[src/rtl/core/rvd_pkg.sv]
// Shared types, codes and lookup functions of the RV32I instruction decoder.
`default_nettype none

package rvd_pkg;

	// Major opcodes of the base integer set that the decoder handles.
	localparam logic [6:0] OPC_LUI    = 7'b0110111;
	localparam logic [6:0] OPC_AUIPC  = 7'b0010111;
	localparam logic [6:0] OPC_JAL    = 7'b1101111;
	localparam logic [6:0] OPC_JALR   = 7'b1100111;
	localparam logic [6:0] OPC_BRANCH = 7'b1100011;
	localparam logic [6:0] OPC_LOAD   = 7'b0000011;
	localparam logic [6:0] OPC_STORE  = 7'b0100011;
	localparam logic [6:0] OPC_OPIMM  = 7'b0010011;
	localparam logic [6:0] OPC_OP     = 7'b0110011;
	localparam logic [6:0] OPC_FENCE  = 7'b0001111;

	// Mask that keeps the upper immediate of the U layout.
	localparam logic [31:0] UPPER_MASK = 32'hFFFF_F000;

	// funct3 values that need special handling.
	localparam logic [2:0] F3_ADD_SUB = 3'b000;
	localparam logic [2:0] F3_SHR     = 3'b101;

	// Instruction class chosen by the opcode.
	typedef enum logic [3:0] {
		CLS_LUI,
		CLS_AUIPC,
		CLS_JAL,
		CLS_JALR,
		CLS_BRANCH,
		CLS_LOAD,
		CLS_STORE,
		CLS_OPIMM,
		CLS_OP,
		CLS_FENCE,
		CLS_NONE
	} cls_t;

	// Decoded operation codes.
	typedef enum logic [5:0] {
		OP_LUI, OP_AUIPC, OP_JAL, OP_JALR,
		OP_BEQ, OP_BNE, OP_BLT, OP_BGE, OP_BLTU, OP_BGEU,
		OP_LB, OP_LH, OP_LW, OP_LBU, OP_LHU,
		OP_SB, OP_SH, OP_SW,
		OP_ADDI, OP_SLTI, OP_SLTIU, OP_XORI, OP_ORI, OP_ANDI,
		OP_SLLI, OP_SRLI, OP_SRAI,
		OP_ADD, OP_SUB, OP_SLL, OP_SLT, OP_SLTU, OP_XOR, OP_SRL, OP_SRA,
		OP_OR, OP_AND,
		OP_FENCE, OP_FENCEI,
		OP_UNKNOWN
	} op_t;

	// Register and function fields decoded in the second stage.
	typedef struct packed {
		op_t        op;
		logic [4:0] rd;
		logic [4:0] rs1;
		logic [4:0] rs2;
		logic [2:0] f3;
		logic [6:0] f7;
	} dec_t;

	// Class of an opcode.
	function automatic cls_t opcode_class(input logic [6:0] opc);
		cls_t c;
		unique case (opc)
			OPC_LUI:    c = CLS_LUI;
			OPC_AUIPC:  c = CLS_AUIPC;
			OPC_JAL:    c = CLS_JAL;
			OPC_JALR:   c = CLS_JALR;
			OPC_BRANCH: c = CLS_BRANCH;
			OPC_LOAD:   c = CLS_LOAD;
			OPC_STORE:  c = CLS_STORE;
			OPC_OPIMM:  c = CLS_OPIMM;
			OPC_OP:     c = CLS_OP;
			OPC_FENCE:  c = CLS_FENCE;
			default:    c = CLS_NONE;
		endcase
		return c;
	endfunction

	// Conditional branches by funct3.
	function automatic op_t branch_op(input logic [2:0] f3);
		op_t o;
		unique case (f3)
			3'd0:    o = OP_BEQ;
			3'd1:    o = OP_BNE;
			3'd4:    o = OP_BLT;
			3'd5:    o = OP_BGE;
			3'd6:    o = OP_BLTU;
			3'd7:    o = OP_BGEU;
			default: o = OP_UNKNOWN;
		endcase
		return o;
	endfunction

	// Loads by funct3.
	function automatic op_t load_op(input logic [2:0] f3);
		op_t o;
		unique case (f3)
			3'd0:    o = OP_LB;
			3'd1:    o = OP_LH;
			3'd2:    o = OP_LW;
			3'd4:    o = OP_LBU;
			3'd5:    o = OP_LHU;
			default: o = OP_UNKNOWN;
		endcase
		return o;
	endfunction

	// Stores by funct3.
	function automatic op_t store_op(input logic [2:0] f3);
		op_t o;
		unique case (f3)
			3'd0:    o = OP_SB;
			3'd1:    o = OP_SH;
			3'd2:    o = OP_SW;
			default: o = OP_UNKNOWN;
		endcase
		return o;
	endfunction

	// Register-immediate operations; funct7 picks between the right shifts.
	function automatic op_t opimm_op(input logic [2:0] f3, input logic f7_any);
		op_t o;
		unique case (f3)
			3'd0:    o = OP_ADDI;
			3'd1:    o = OP_SLLI;
			3'd2:    o = OP_SLTI;
			3'd3:    o = OP_SLTIU;
			3'd4:    o = OP_XORI;
			3'd5:    o = f7_any ? OP_SRAI : OP_SRLI;
			3'd6:    o = OP_ORI;
			default: o = OP_ANDI;
		endcase
		return o;
	endfunction

	// Register-register operations; any nonzero funct7 selects SUB or SRA.
	function automatic op_t reg_op(input logic [2:0] f3, input logic f7_any);
		op_t o;
		unique case (f3)
			3'd0:    o = f7_any ? OP_SUB : OP_ADD;
			3'd1:    o = OP_SLL;
			3'd2:    o = OP_SLT;
			3'd3:    o = OP_SLTU;
			3'd4:    o = OP_XOR;
			3'd5:    o = f7_any ? OP_SRA : OP_SRL;
			3'd6:    o = OP_OR;
			default: o = OP_AND;
		endcase
		return o;
	endfunction

	// Fence instructions by funct3.
	function automatic op_t fence_op(input logic [2:0] f3);
		op_t o;
		unique case (f3)
			3'd0:    o = OP_FENCE;
			3'd1:    o = OP_FENCEI;
			default: o = OP_UNKNOWN;
		endcase
		return o;
	endfunction

endpackage

`default_nettype wire

[src/rtl/core/rv32i_instruction_decoder.sv]
// Top level of the three-stage RV32I instruction decoder.
//
//   Channel   Handshake            Payload
//   command   start, busy          instruction_word
//   result    done (one cycle)     operation, dest_reg, src1_reg, src2_reg,
//                                  minor_op, major_variant, raw_immediate,
//                                  signed_immediate
//
// A transaction is taken at every edge with start high; busy is always low.
// The result leaves the last stage register, marked by done for one cycle.
// Stages: opcode class, operation and register fields, immediates.
// One transaction per cycle is sustained; the stage depth sets the latency.
// Reset clears only the valid bits; the receiver cannot stall the block.
`default_nettype none

module rv32i_instruction_decoder
	import rvd_pkg::*;
(
	input  wire logic               clk,
	input  wire logic               arst_n,
	input  wire logic               start,
	output logic                    busy,
	input  wire logic [31:0]        instruction_word,
	output logic                    done,
	output logic [5:0]              operation,
	output logic [4:0]              dest_reg,
	output logic [4:0]              src1_reg,
	output logic [4:0]              src2_reg,
	output logic [2:0]              minor_op,
	output logic [6:0]              major_variant,
	output logic [31:0]             raw_immediate,
	output logic signed [31:0]      signed_immediate
);

	logic        in_valid;
	logic        valid_s1;
	logic [31:0] word_s1;
	cls_t        cls_s1;
	logic        valid_s2;
	logic [31:0] word_s2;
	cls_t        cls_s2;
	dec_t        dec_s2;
	logic        valid_s3;
	dec_t        dec_s3;
	logic [31:0] raw_s3;
	logic [31:0] simm_s3;

	// Every stage advances each cycle, so a new command is always welcome.
	assign busy     = 1'b0;
	assign in_valid = start && !busy;

	rvd_class u_class (
		.clk      (clk),
		.arst_n   (arst_n),
		.in_valid (in_valid),
		.in_word  (instruction_word),
		.valid_s1 (valid_s1),
		.word_s1  (word_s1),
		.cls_s1   (cls_s1)
	);

	rvd_fields u_fields (
		.clk      (clk),
		.arst_n   (arst_n),
		.valid_s1 (valid_s1),
		.word_s1  (word_s1),
		.cls_s1   (cls_s1),
		.valid_s2 (valid_s2),
		.word_s2  (word_s2),
		.cls_s2   (cls_s2),
		.dec_s2   (dec_s2)
	);

	rvd_imm u_imm (
		.clk      (clk),
		.arst_n   (arst_n),
		.valid_s2 (valid_s2),
		.word_s2  (word_s2),
		.cls_s2   (cls_s2),
		.dec_s2   (dec_s2),
		.valid_s3 (valid_s3),
		.dec_s3   (dec_s3),
		.raw_s3   (raw_s3),
		.simm_s3  (simm_s3)
	);

	// Result ports come straight from the last stage registers.
	assign done             = valid_s3;
	assign operation        = dec_s3.op;
	assign dest_reg         = dec_s3.rd;
	assign src1_reg         = dec_s3.rs1;
	assign src2_reg         = dec_s3.rs2;
	assign minor_op         = dec_s3.f3;
	assign major_variant    = dec_s3.f7;
	assign raw_immediate    = raw_s3;
	assign signed_immediate = simm_s3;

`ifndef SYNTHESIS
	// Each result stems from a command that passed through every stage.
	a_done_has_cmd: assert property (@(posedge clk) disable iff (!arst_n)
		done |-> $past(start && !busy, 3))
		else $error("result without a matching command");

	// Every command yields a result; none is lost in the pipeline.
	a_cmd_gives_done: assert property (@(posedge clk) disable iff (!arst_n)
		(start && !busy) |-> ##3 done)
		else $error("command lost in the pipeline");

	// funct7 is passed on only for register-register operations.
	a_f7_reg_only: assert property (@(posedge clk) disable iff (!arst_n)
		(done && major_variant != 7'd0) |->
		(operation >= OP_ADD && operation <= OP_AND))
		else $error("funct7 given for a non register-register operation");

	// Sign extension never changes the low bits of the immediate.
	a_imm_low_bits: assert property (@(posedge clk) disable iff (!arst_n)
		done |-> (signed_immediate[4:0] == raw_immediate[4:0]))
		else $error("immediates disagree in their low bits");
`endif

endmodule

`default_nettype wire

[src/rtl/core/rvd_class.sv]
// First stage: captures the instruction word and classifies its opcode.
`default_nettype none

module rvd_class
	import rvd_pkg::*;
(
	input  wire logic        clk,
	input  wire logic        arst_n,
	input  wire logic        in_valid,
	input  wire logic [31:0] in_word,
	output logic             valid_s1,
	output logic [31:0]      word_s1,
	output cls_t             cls_s1
);

	// Valid bit of the stage.
	always_ff @(posedge clk or negedge arst_n) begin
		if (!arst_n) begin
			valid_s1 <= 1'b0;
		end else begin
			valid_s1 <= in_valid;
		end
	end

	// Word and its class travel together.
	always_ff @(posedge clk) begin
		word_s1 <= in_word;
		cls_s1  <= opcode_class(in_word[6:0]);
	end

endmodule

`default_nettype wire

[src/rtl/core/rvd_fields.sv]
// Second stage: decodes the operation and the register and function fields.
`default_nettype none

module rvd_fields
	import rvd_pkg::*;
(
	input  wire logic        clk,
	input  wire logic        arst_n,
	input  wire logic        valid_s1,
	input  wire logic [31:0] word_s1,
	input  cls_t             cls_s1,
	output logic             valid_s2,
	output logic [31:0]      word_s2,
	output cls_t             cls_s2,
	output dec_t             dec_s2
);

	logic [2:0] f3;
	logic [6:0] f7;
	logic       f7_any;
	dec_t       dec;

	assign f3     = word_s1[14:12];
	assign f7     = word_s1[31:25];
	assign f7_any = |f7;

	// Operation and the fields that the layout uses; the rest stay zero.
	always_comb begin
		dec = '{op: OP_UNKNOWN, rd: 5'd0, rs1: 5'd0, rs2: 5'd0, f3: 3'd0, f7: 7'd0};
		unique case (cls_s1)
			CLS_LUI, CLS_AUIPC: begin
				dec.op = (cls_s1 == CLS_LUI) ? OP_LUI : OP_AUIPC;
				dec.rd = word_s1[11:7];
			end
			CLS_JAL: begin
				dec.op = OP_JAL;
				dec.rd = word_s1[11:7];
			end
			CLS_JALR, CLS_LOAD, CLS_OPIMM, CLS_FENCE: begin
				dec.rd  = word_s1[11:7];
				dec.rs1 = word_s1[19:15];
				dec.f3  = f3;
				unique case (cls_s1)
					CLS_JALR:  dec.op = OP_JALR;
					CLS_LOAD:  dec.op = load_op(f3);
					CLS_OPIMM: dec.op = opimm_op(f3, f7_any);
					default:   dec.op = fence_op(f3);
				endcase
			end
			CLS_BRANCH, CLS_STORE: begin
				dec.rs1 = word_s1[19:15];
				dec.rs2 = word_s1[24:20];
				dec.f3  = f3;
				dec.op  = (cls_s1 == CLS_BRANCH) ? branch_op(f3) : store_op(f3);
			end
			CLS_OP: begin
				dec.rd  = word_s1[11:7];
				dec.rs1 = word_s1[19:15];
				dec.rs2 = word_s1[24:20];
				dec.f3  = f3;
				dec.f7  = f7;
				dec.op  = reg_op(f3, f7_any);
			end
			default: begin
				dec.op = OP_UNKNOWN;
			end
		endcase
	end

	// Valid bit of the stage.
	always_ff @(posedge clk or negedge arst_n) begin
		if (!arst_n) begin
			valid_s2 <= 1'b0;
		end else begin
			valid_s2 <= valid_s1;
		end
	end

	// Stage payload.
	always_ff @(posedge clk) begin
		word_s2 <= word_s1;
		cls_s2  <= cls_s1;
		dec_s2  <= dec;
	end

endmodule

`default_nettype wire

[src/rtl/core/rvd_imm.sv]
// Third stage: assembles the immediates and holds the result registers.
`default_nettype none

module rvd_imm
	import rvd_pkg::*;
(
	input  wire logic        clk,
	input  wire logic        arst_n,
	input  wire logic        valid_s2,
	input  wire logic [31:0] word_s2,
	input  cls_t             cls_s2,
	input  dec_t             dec_s2,
	output logic             valid_s3,
	output dec_t             dec_s3,
	output logic [31:0]      raw_s3,
	output logic [31:0]      simm_s3
);

	logic [31:0] raw;
	logic [31:0] simm;
	logic        sgn;

	assign sgn = word_s2[31];

	// Immediate of the layout chosen by the class.
	always_comb begin
		raw  = 32'd0;
		simm = 32'd0;
		unique case (cls_s2)
			CLS_LUI, CLS_AUIPC: begin
				raw  = word_s2 & UPPER_MASK;
				simm = word_s2 & UPPER_MASK;
			end
			CLS_JAL: begin
				raw  = {11'd0, word_s2[31], word_s2[19:12], word_s2[20],
					word_s2[30:21], 1'b0};
				simm = {{11{sgn}}, word_s2[31], word_s2[19:12], word_s2[20],
					word_s2[30:21], 1'b0};
			end
			CLS_JALR, CLS_LOAD, CLS_OPIMM, CLS_FENCE: begin
				simm = {{20{sgn}}, word_s2[31:20]};
				// For right shifts by immediate, the raw immediate keeps only the shift amount.
				if (dec_s2.op == OP_SRLI || dec_s2.op == OP_SRAI) begin
					raw = {27'd0, word_s2[24:20]};
				end else begin
					raw = {20'd0, word_s2[31:20]};
				end
			end
			CLS_BRANCH: begin
				raw  = {19'd0, word_s2[31], word_s2[7], word_s2[30:25],
					word_s2[11:8], 1'b0};
				simm = {{19{sgn}}, word_s2[31], word_s2[7], word_s2[30:25],
					word_s2[11:8], 1'b0};
			end
			CLS_STORE: begin
				raw  = {20'd0, word_s2[31:25], word_s2[11:7]};
				simm = {{20{sgn}}, word_s2[31:25], word_s2[11:7]};
			end
			default: begin
				raw  = 32'd0;
				simm = 32'd0;
			end
		endcase
	end

	// Valid bit of the result stage.
	always_ff @(posedge clk or negedge arst_n) begin
		if (!arst_n) begin
			valid_s3 <= 1'b0;
		end else begin
			valid_s3 <= valid_s2;
		end
	end

	// Result payload.
	always_ff @(posedge clk) begin
		dec_s3  <= dec_s2;
		raw_s3  <= raw;
		simm_s3 <= simm;
	end

endmodule

`default_nettype wire
[config.mk]
export PLATFORM = sky130hd
export DESIGN_NAME = rv32i_instruction_decoder
export DESIGN_NICKNAME = d
export VERILOG_FILES = /design/src/rtl/core/rvd_pkg.sv /design/src/rtl/core/rv32i_instruction_decoder.sv /design/src/rtl/core/rvd_class.sv /design/src/rtl/core/rvd_fields.sv /design/src/rtl/core/rvd_imm.sv
export SDC_FILE = /design/constraint.sdc
export NUM_CORES = 1
export LEC_CHECK = 0
export BUFFER_PORTS_ARGS = -buffer_cell sky130_fd_sc_hd__buf_2
export CORE_ASPECT_RATIO = 1.2
export CORE_MARGIN = 8
export CORE_UTILIZATION = 45
export CTS_CLUSTER_DIAMETER = 30
export DETAILED_ROUTE_END_ITERATION = 8
export GPL_TIMING_DRIVEN = 0
export PLACE_DENSITY = 0.69
export RECOVER_POWER = 50
export SLEW_MARGIN = 20
export SYNTH_ARGS = -nofsm -noshare
export SYNTH_HDL_FRONTEND = slang
export SYNTH_SLANG_ARGS = --single-unit
[constraint.sdc]
create_clock -name clk -period 1.6 [get_ports clk]
set_clock_uncertainty 0.15 [all_clocks]
set_input_delay 0.08 -clock clk [delete_from_list [all_inputs] [get_ports clk]]
set_output_delay 0.08 -clock clk [all_outputs]
set_load 0.02 [all_outputs]
==> results of run 1 <==
[metrics by stage]
stage / setup slack, ns / hold slack (ns)
2_1_floorplan: 0.0680 / -0.366
3_3_place_gp: -0.300 / -0.274
3_5_place_dp: -0.253 / -0.271
4_1_cts: -0.0351 / 0.0260
5_1_grt: -0.0454 / 0.125
6_report: -0.0292 / 0.0836
[placed cells by master, fill, tap and decap left out, types with 5 or more instances in the layout]
cell type      count
and2_1            38
dfxtp_1          173
dlygate4sd3_1     40
clkbuf_16         17
nand2_1           35
nor2b_1           11
clkbuf_4           8
a21oi_1           13
o22ai_1            5
a22o_1             6
buf_2            130
nor2_1            19
nand2b_1          17
nand3_1            6
o21ai_0           13
inv_1             13
buf_4             19
and3_1             6
[flip-flops by register name (all words and copies together) (netlist names)]
signal,flops
u_class.cls_s1,4
u_class.valid_s1,1
u_class.word_s1,25
u_fields.cls_s2,4
u_fields.dec_s2,31
u_fields.valid_s2,1
u_fields.word_s2,25
u_imm.dec_s3,31
u_imm.raw_s3,32
u_imm.simm_s3,27
u_imm.valid_s3,1
[per-layer routing]
layer | routed length, um | track usage (%)
met1 | 4970 | 17.0
met3 | 672 | 4.77
met5 | 0 | 0
met4 | 197 | 6.60
met2 | 6470 | 28.8
[cell type report]
type | count | area, sq um
repair buffers | 178 | 1110
fillers | 930 | 4140
multi-input cells | 239 | 1500
well taps | 157 | 196
inverters | 13 | 48.8
clock inverters | 13 | 169
clock buffers | 19 | 453
flip-flops and latches | 182 | 3670
plain buffers | 24 | 174
[final timing paths]
kind	to	slack, ns	cells past startpoint
max	u_fields.dec_s2[26]	-0.03	6
min	u_class.cls_s1[0]	0.08	5
max reg2reg	u_fields.dec_s2[26]	-0.03	6
min reg2reg	u_imm.dec_s3[13]	0.18	0
max in group asynchronous	u_fields.valid_s2	0.78	3
min in group asynchronous	u_class.valid_s1	0.37	3
[repair_timing]
| action | in CTS | in global routing |
|---|---|---|
| pin swaps | 1 | 5 |
| endpoints found under the setup margin | 34 | 34 |
| cloned | 0 | 1 |
| hold buffers | 39 | 2 |
| resized for setup | 26 | 28 |
| hold endpoints to repair | 33 | 1 |
| buffers inserted | 0 | 8 |
[worst reg2reg max path, stage by stage (launching register included)]
cell	delay [ns]
dfxtp_2	0.32
buf_6	0.12
or2_4	0.25
a211o_1	0.27
a21oi_2	0.12
a211o_1	0.10
nand4_1	0.14
[power by group through the flow]
stage	logic (W)	registers, W	clock network [W]
2_1_floorplan	0.000189	0.00491	0
3_3_place_gp	0.000422	0.00485	0
3_5_place_dp	0.000428	0.00486	0
4_1_cts	0.000509	0.00476	0.00433
5_1_grt	0.000574	0.00478	0.00455
6_report	0.000532	0.00476	0.00425
[cells by family (layout without fill, tap and decap cells)]
kind of cell,after synthesis,count (layout),share of synthesized area [%]
flops,182,182,69.6
simple gates,163,163,16.9
compound gates,70,70,9.05
buf+inv,39,247,3.52
xor+xnor,3,3,0.500
mux,2,2,0.381
other cells,1,1,0.0714
==> summary.txt, run 1 <==
Finish
  – Non-filler cells in the finished layout: a little over 800
  – Final core occ: between 60% and 70%
  – Area Growth Syn to Fin: 39.3%
  – Final Cell Area: approximately 0.0073 sq mm
  – Final nets: 690
  – Diodes inserted: 0
  – Fraction of layout cells with a size suffix above 1: 32.3%

Yosys
  – FFs w/ async S/R, synth: ~1.6%
  – Ranking of synthesized cells by area: dfxtp_1 (68%), and2_1 (4.5%), nand2_1 (2.5%)
  – YS warnings: 0
  – Yosys top cell by area: dfxtp_1
  – Most used flip-flop cell after synthesis: dfxtp_1
  – Syn nets: around 500
  – Number of flops mapped to enable cells by yosys: 0
  – Post-synthesis sequential area ratio: a little under 70%
  – Distinct cell type count after synthesis: between 50 and 60
  – Most common library cells after synthesis: dfxtp_1 (179), and2_1 (38), nand2_1 (35)
  – Count leader, synth: dfxtp_1
  – Yosys top cell area share: about 68%
  – Cells after Synth: 460
  – Syn Area/Cell: around 11 sq um
  – Register bit total from synthesis: 182
  – Mapped cell area: 0.00526 sq mm

Critical path
  – CP Launch Point: u_class.cls_s1[1]
  – Top cell by count, worst path: a211o_1
  – Reg2reg start: u_class.cls_s1[1]
  – Worst EP required: roughly 1.7 ns
  – Crit path DAT: ~1.7 ns
  – Crit path launch type: flip-flop
  – Max incr delay on CP: between 0.3 and 0.4 ns
  – Crit path capture type: flip-flop
  – CP max FO: 5
  – Top delay family on crit path: compound AO/OA/AOI/OAI gates
  – Critical-path top delay cell: dfxtp_2
  – CP Cell Sequence: buf_6 -> or2_4 -> a211o_1 -> a21oi_2 -> a211o_1 -> nand4_1
  – CP bufs+invs: 1
  – Crit Path Class: flip-flop to flip-flop

STA
  – Period minus WS final: 1.63 ns
  – Pins over their slew limit: 0
  – Hold Fails Final Rpt: 0
  – RSZ-0062 raised after global routing: true
  – Worst Tran Pin Value: between 0.5 and 0.6 ns
  – Setup TNS Final: -0.0292 ns
  – Fmax: 614 MHz
  – Final setup fails: 1
  – Setup WS post-layout: -0.0292 ns
  – Final Cycle Share: 102%
  – Worst slew margin: roughly 65%

Floorplanning
  – Io pins: 132
  – Die H: 134 um
  – Placeable Area: about 0.011 sq mm
  – Initial Utilization: between 40% and 50%
  – Site Rows: 43
  – Die area: between 0.015 and 0.02 sq mm
  – Die width: 115 um

Pwr
  – Peak supply drop: around 0.7 mV
  – Power Density: about 1300 mW/mm^2
  – Clock share of power: approximately 45%
  – Sw frac: around 22%
  – Comb power frac: roughly 5.6%
  – Static Leakage: 3.48 nW
  – Internal power: ~0.0075 W
  – Switching power: 0.00205 W
  – Total power: 0.00954 W
  – Sequential share of power: between 40% and 50%

Routing
  – Vias per cell: between 4 and 5
  – Vias: around 3800
  – Drt drc: 0
  – Final ANT Viol Nets: 0
  – Final WL: 12.3 mm
  – Number of detailed-route iterations in the first pass: 5
  – WL/cell: 14.9 um
  – First DRT Iteration DRCs: 180

Clock tree
  – TritonCTS Buffers: 17
  – Worst-path clk slew: ~0.060 ns
  – Htree depth: 4
  – Clock root buffer: clkbuf_16
  – CTS tree: built
  – Clk buf depth: 2
  – Sink Count: between 150 and 200
  – Worst-Skew Late Latency: 0.41 ns

Placed design
  – RePlAce Congestion: roughly 0.87
  – DPL Wire Length: 8.63 mm
  – Placed cells: about 750
  – IO buf count: about 130
  – Post-DP Area: roughly 0.0061 sq mm

GRT
  – Vias in the first global route: between 3000 and 4000
  – Total gr overflow: 0
  – Tot GR Track Use: between 10% and 20%
  – First-pass GRT wire length: 19.2 mm
  – Largest net degree at the start of global routing: 17
  – Initial antenna violation count: 0

Flow run
  – Max_cap viols: 0

Worst hold path
  – Hold path startpoint: instruction_word[2]
  – Worst min path class: input port to flip-flop

Run status
  – Outcome: finished with violations
  – Failing checks: setup timing
(Power assumes the default switching activity.)
==> run 2: changes to the inputs <==
--- a/config.mk
+++ b/config.mk
@@ -12,7 +12,7 @@
 export CTS_CLUSTER_DIAMETER = 30
 export DETAILED_ROUTE_END_ITERATION = 8
 export GPL_TIMING_DRIVEN = 0
-export PLACE_DENSITY = 0.69
+export PLACE_DENSITY = 0.66
 export RECOVER_POWER = 50
 export SLEW_MARGIN = 20
 export SYNTH_ARGS = -nofsm -noshare
==> constraint.sdc (replaced) <==
create_clock -name clk -period 2 [get_ports clk]
set_clock_uncertainty 0.15 [all_clocks]
set_input_delay 0.1 -clock clk [delete_from_list [all_inputs] [get_ports clk]]
set_output_delay 0.1 -clock clk [all_outputs]
set_load 0.02 [all_outputs]
==> run 2 against run 1 <==
  * The flow now finishes without violations
  * Combinational power shrank 27%
  * Non-clock buffer count shrank 11
  * Worst setup slack better by 0.20 ns
  * Total power shrank 18%
==> summary.txt, run 2 (synthesized netlist as in run 1, its figures left out) <==
Run status
  – Outcome: completed

Worst hold path
  – Worst min path class: input port to flip-flop

Finish
  – Max FFs per register: 32 (unchanged)
  – Non-filler cells in the finished layout: 815 (-1.2%)
  – Biggest register: u_imm.raw_s3
  – Final nets: 679 (-1.6%)
  – Area taken by multi-input logic gates: 0.00141 sq mm (-5.9%)
  – Fraction of layout cells with a size suffix above 1: 20.4% (-12 points)
  – Final core occ: 61.6% (-2.2 points)
  – Reg area: 0.00366 sq mm (-0.34%)
  – Most common cell after layout, fill and taps aside: dfxtp_1
  – Most frequent cells in the layout: dfxtp_1 (179), buf_2 (87), clkbuf_1 (58)
  – Area Growth Syn to Fin: 34.4%
  – Fill cells: 970 (+4.3%)
  – Regs by FF count: u_imm.raw_s3 x32, u_fields.dec_s2 x31, u_imm.dec_s3 x31

Clock tree
  – Clock root buffer: clkbuf_16
  – Htree depth: 4 (unchanged)
  – Sink Count: 182 (unchanged)
  – Postcts setup bufs: 0 (unchanged)
  – TritonCTS Buffers: 17 (unchanged)
  – CTS tree: built
  – Worst-Skew Late Latency: 0.42 ns (about the same)
  – Worst-path clk slew: 0.07 ns (about the same)
  – Clk buf depth: 2 (unchanged)

STA
  – RSZ-0062 raised after global routing: false
  – Hold Fails Final Rpt: 0 (unchanged)
  – Final setup fails: 0 (-1)
  – Worst Tran Pin Value: 0.619 ns (+0.0961 ns)
  – Final Cycle Share: 91.7%
  – Period minus WS final: 1.83 ns
  – Worst slew margin: 58.7% (-6.4 points)
  – Setup TNS Final: 0 ns (+0.0292 ns)
  – Pins over their slew limit: 0 (unchanged)
  – Fmax: between 500 and 600 MHz

Placed design
  – Placed cells: 746 (unchanged)
  – DPL Wire Length: 8.72 mm (+1.1%)
  – IO buf count: 129 (unchanged)
  – RePlAce Congestion: 0.893 (+2.9%)

Flow run
  – Max_cap viols: 0 (unchanged)

Routing
  – Drt drc: 0 (unchanged)
  – Number of detailed-route iterations in the first pass: 4 (-1)
  – Vias: 3806 (-0.99%)
  – Final ANT Viol Nets: 0 (unchanged)
  – Final WL: 12.1 mm (-1.3%)
  – WL/cell: 14.9 um (about the same)
  – Vias per cell: 4.67 (+0.23%)
  – First DRT Iteration DRCs: 162 (-10%)

Floorplanning
  – Initial Utilization: 45.9% (unchanged)
  – Die area: 0.0154 sq mm (unchanged)
  – Placeable Area: 0.0115 sq mm (unchanged)
  – Site Rows: 43 (unchanged)
  – Die width: 115 um (unchanged)
  – Die H: 134 um (unchanged)
  – Io pins: 132 (unchanged)

Pwr
  – Power Density: 1100 mW/mm^2 (-15%)
  – Peak supply drop: 0.550 mV (-23%)
  – Static Leakage: 3.20 nW (-8.1%)

GRT
  – Tot GR Track Use: 15.6% (-0.41 points)
  – Initial antenna violation count: 1 (+1)
  – Vias in the first global route: 3886 (+3.3%)
  – First-pass GRT wire length: 18.8 mm (-2.0%)
  – Total gr overflow: 0 (unchanged)
  – Largest net degree at the start of global routing: 18 (+1)

Critical path
  – CP Cell Sequence: dlygate4sd3_1 -> buf_2 -> nand2_1 -> or4_1 -> o21ai_0 -> nand3_1 -> dlygate4sd3_1
  – CP bufs+invs: 3 (+2)
  – Worst EP required: 2.15 ns (+0.44 ns)
  – Crit path DAT: 1.99 ns (+0.25 ns)
  – CP max FO: 6 (+1)
  – Critical-path top delay cell: dlygate4sd3_1
  – Crit path capture type: flip-flop
  – Max incr delay on CP: 0.55 ns (+0.23 ns)
  – Top delay family on crit path: buffers and inverters
  – Crit path launch type: input port
  – Crit Path Class: input port to flip-flop
  – Top cell by count, worst path: dlygate4sd3_1
==> run 2: final timing paths <==
kind	from	end	slack, ns	depth (start not counted)
max in group asynchronous	arst_n	u_imm.valid_s3	1.16	3
worst max-delay path	instruction_word[6]	u_class.cls_s1[1]	0.17	7
worst max register to register	u_class.cls_s1[0]	u_fields.dec_s2[25]	0.18	5
worst min register to register	u_fields.dec_s2[12]	u_imm.dec_s3[12]	0.18	0
worst min-delay path	instruction_word[3]	u_class.cls_s1[0]	0.04	4
min in group asynchronous	arst_n	u_class.valid_s1	0.40	3
==> run 2: tightest hold or removal path: stages <==
cell	delay [ns]
buf_2	0.16
o21ai_0	0.12
a21oi_1	0.14
nor2_1	0.05
==> run 2: area by class of cell <==
type,instances,share of cell area (%)
antenna,1,0.0354
clock inverter,14,2.99
multi-input combinational,239,20.0
clock buffer,18,6.22
sequential,182,51.8
inverter,13,0.691
tap,157,2.78
buffer,25,1.90
timing repair buffer,166,13.6
==> run 2: through the flow <==
step	power (W)	hold slack, ns	setup slack (ns)	area [sq um]
detailed placement	0.00423	-0.250	0.0769	6100
finish	0.00778	0.0388	0.167	7060
global placement	0.00422	-0.254	0.0533	6100
global route	0.00803	0.110	0.0403	7060
CTS	0.00784	0.00610	0.0450	7130
floorplan	0.00408	-0.346	0.468	5260
==> run 2: timing repair <==
item / in CTS / in global routing
setup endpoints to repair: 0 / 3
hold endpoints to repair: 33 / 0
resized for setup: 0 / 2
hold buffers: 38 / 0
==> run 2: report_power, final <==
part	total (W)	leakage, nW	switching (W)	internal (W)
registers	0.00381	1.50	0.0000574	0.00375
logic	0.000391	1.38	0.000222	0.000169
clock network	0.00358	0.317	0.00141	0.00217
==> run 2: per-layer routing <==
layer  wire (um)  vias up  global-route usage (%)
met1        4730     1777                    15.7
met4         282        0                    7.12
met3         673       20                    4.50
met2        6470      115                    28.9
li1            -     1894                       -
met5           0        -                       0
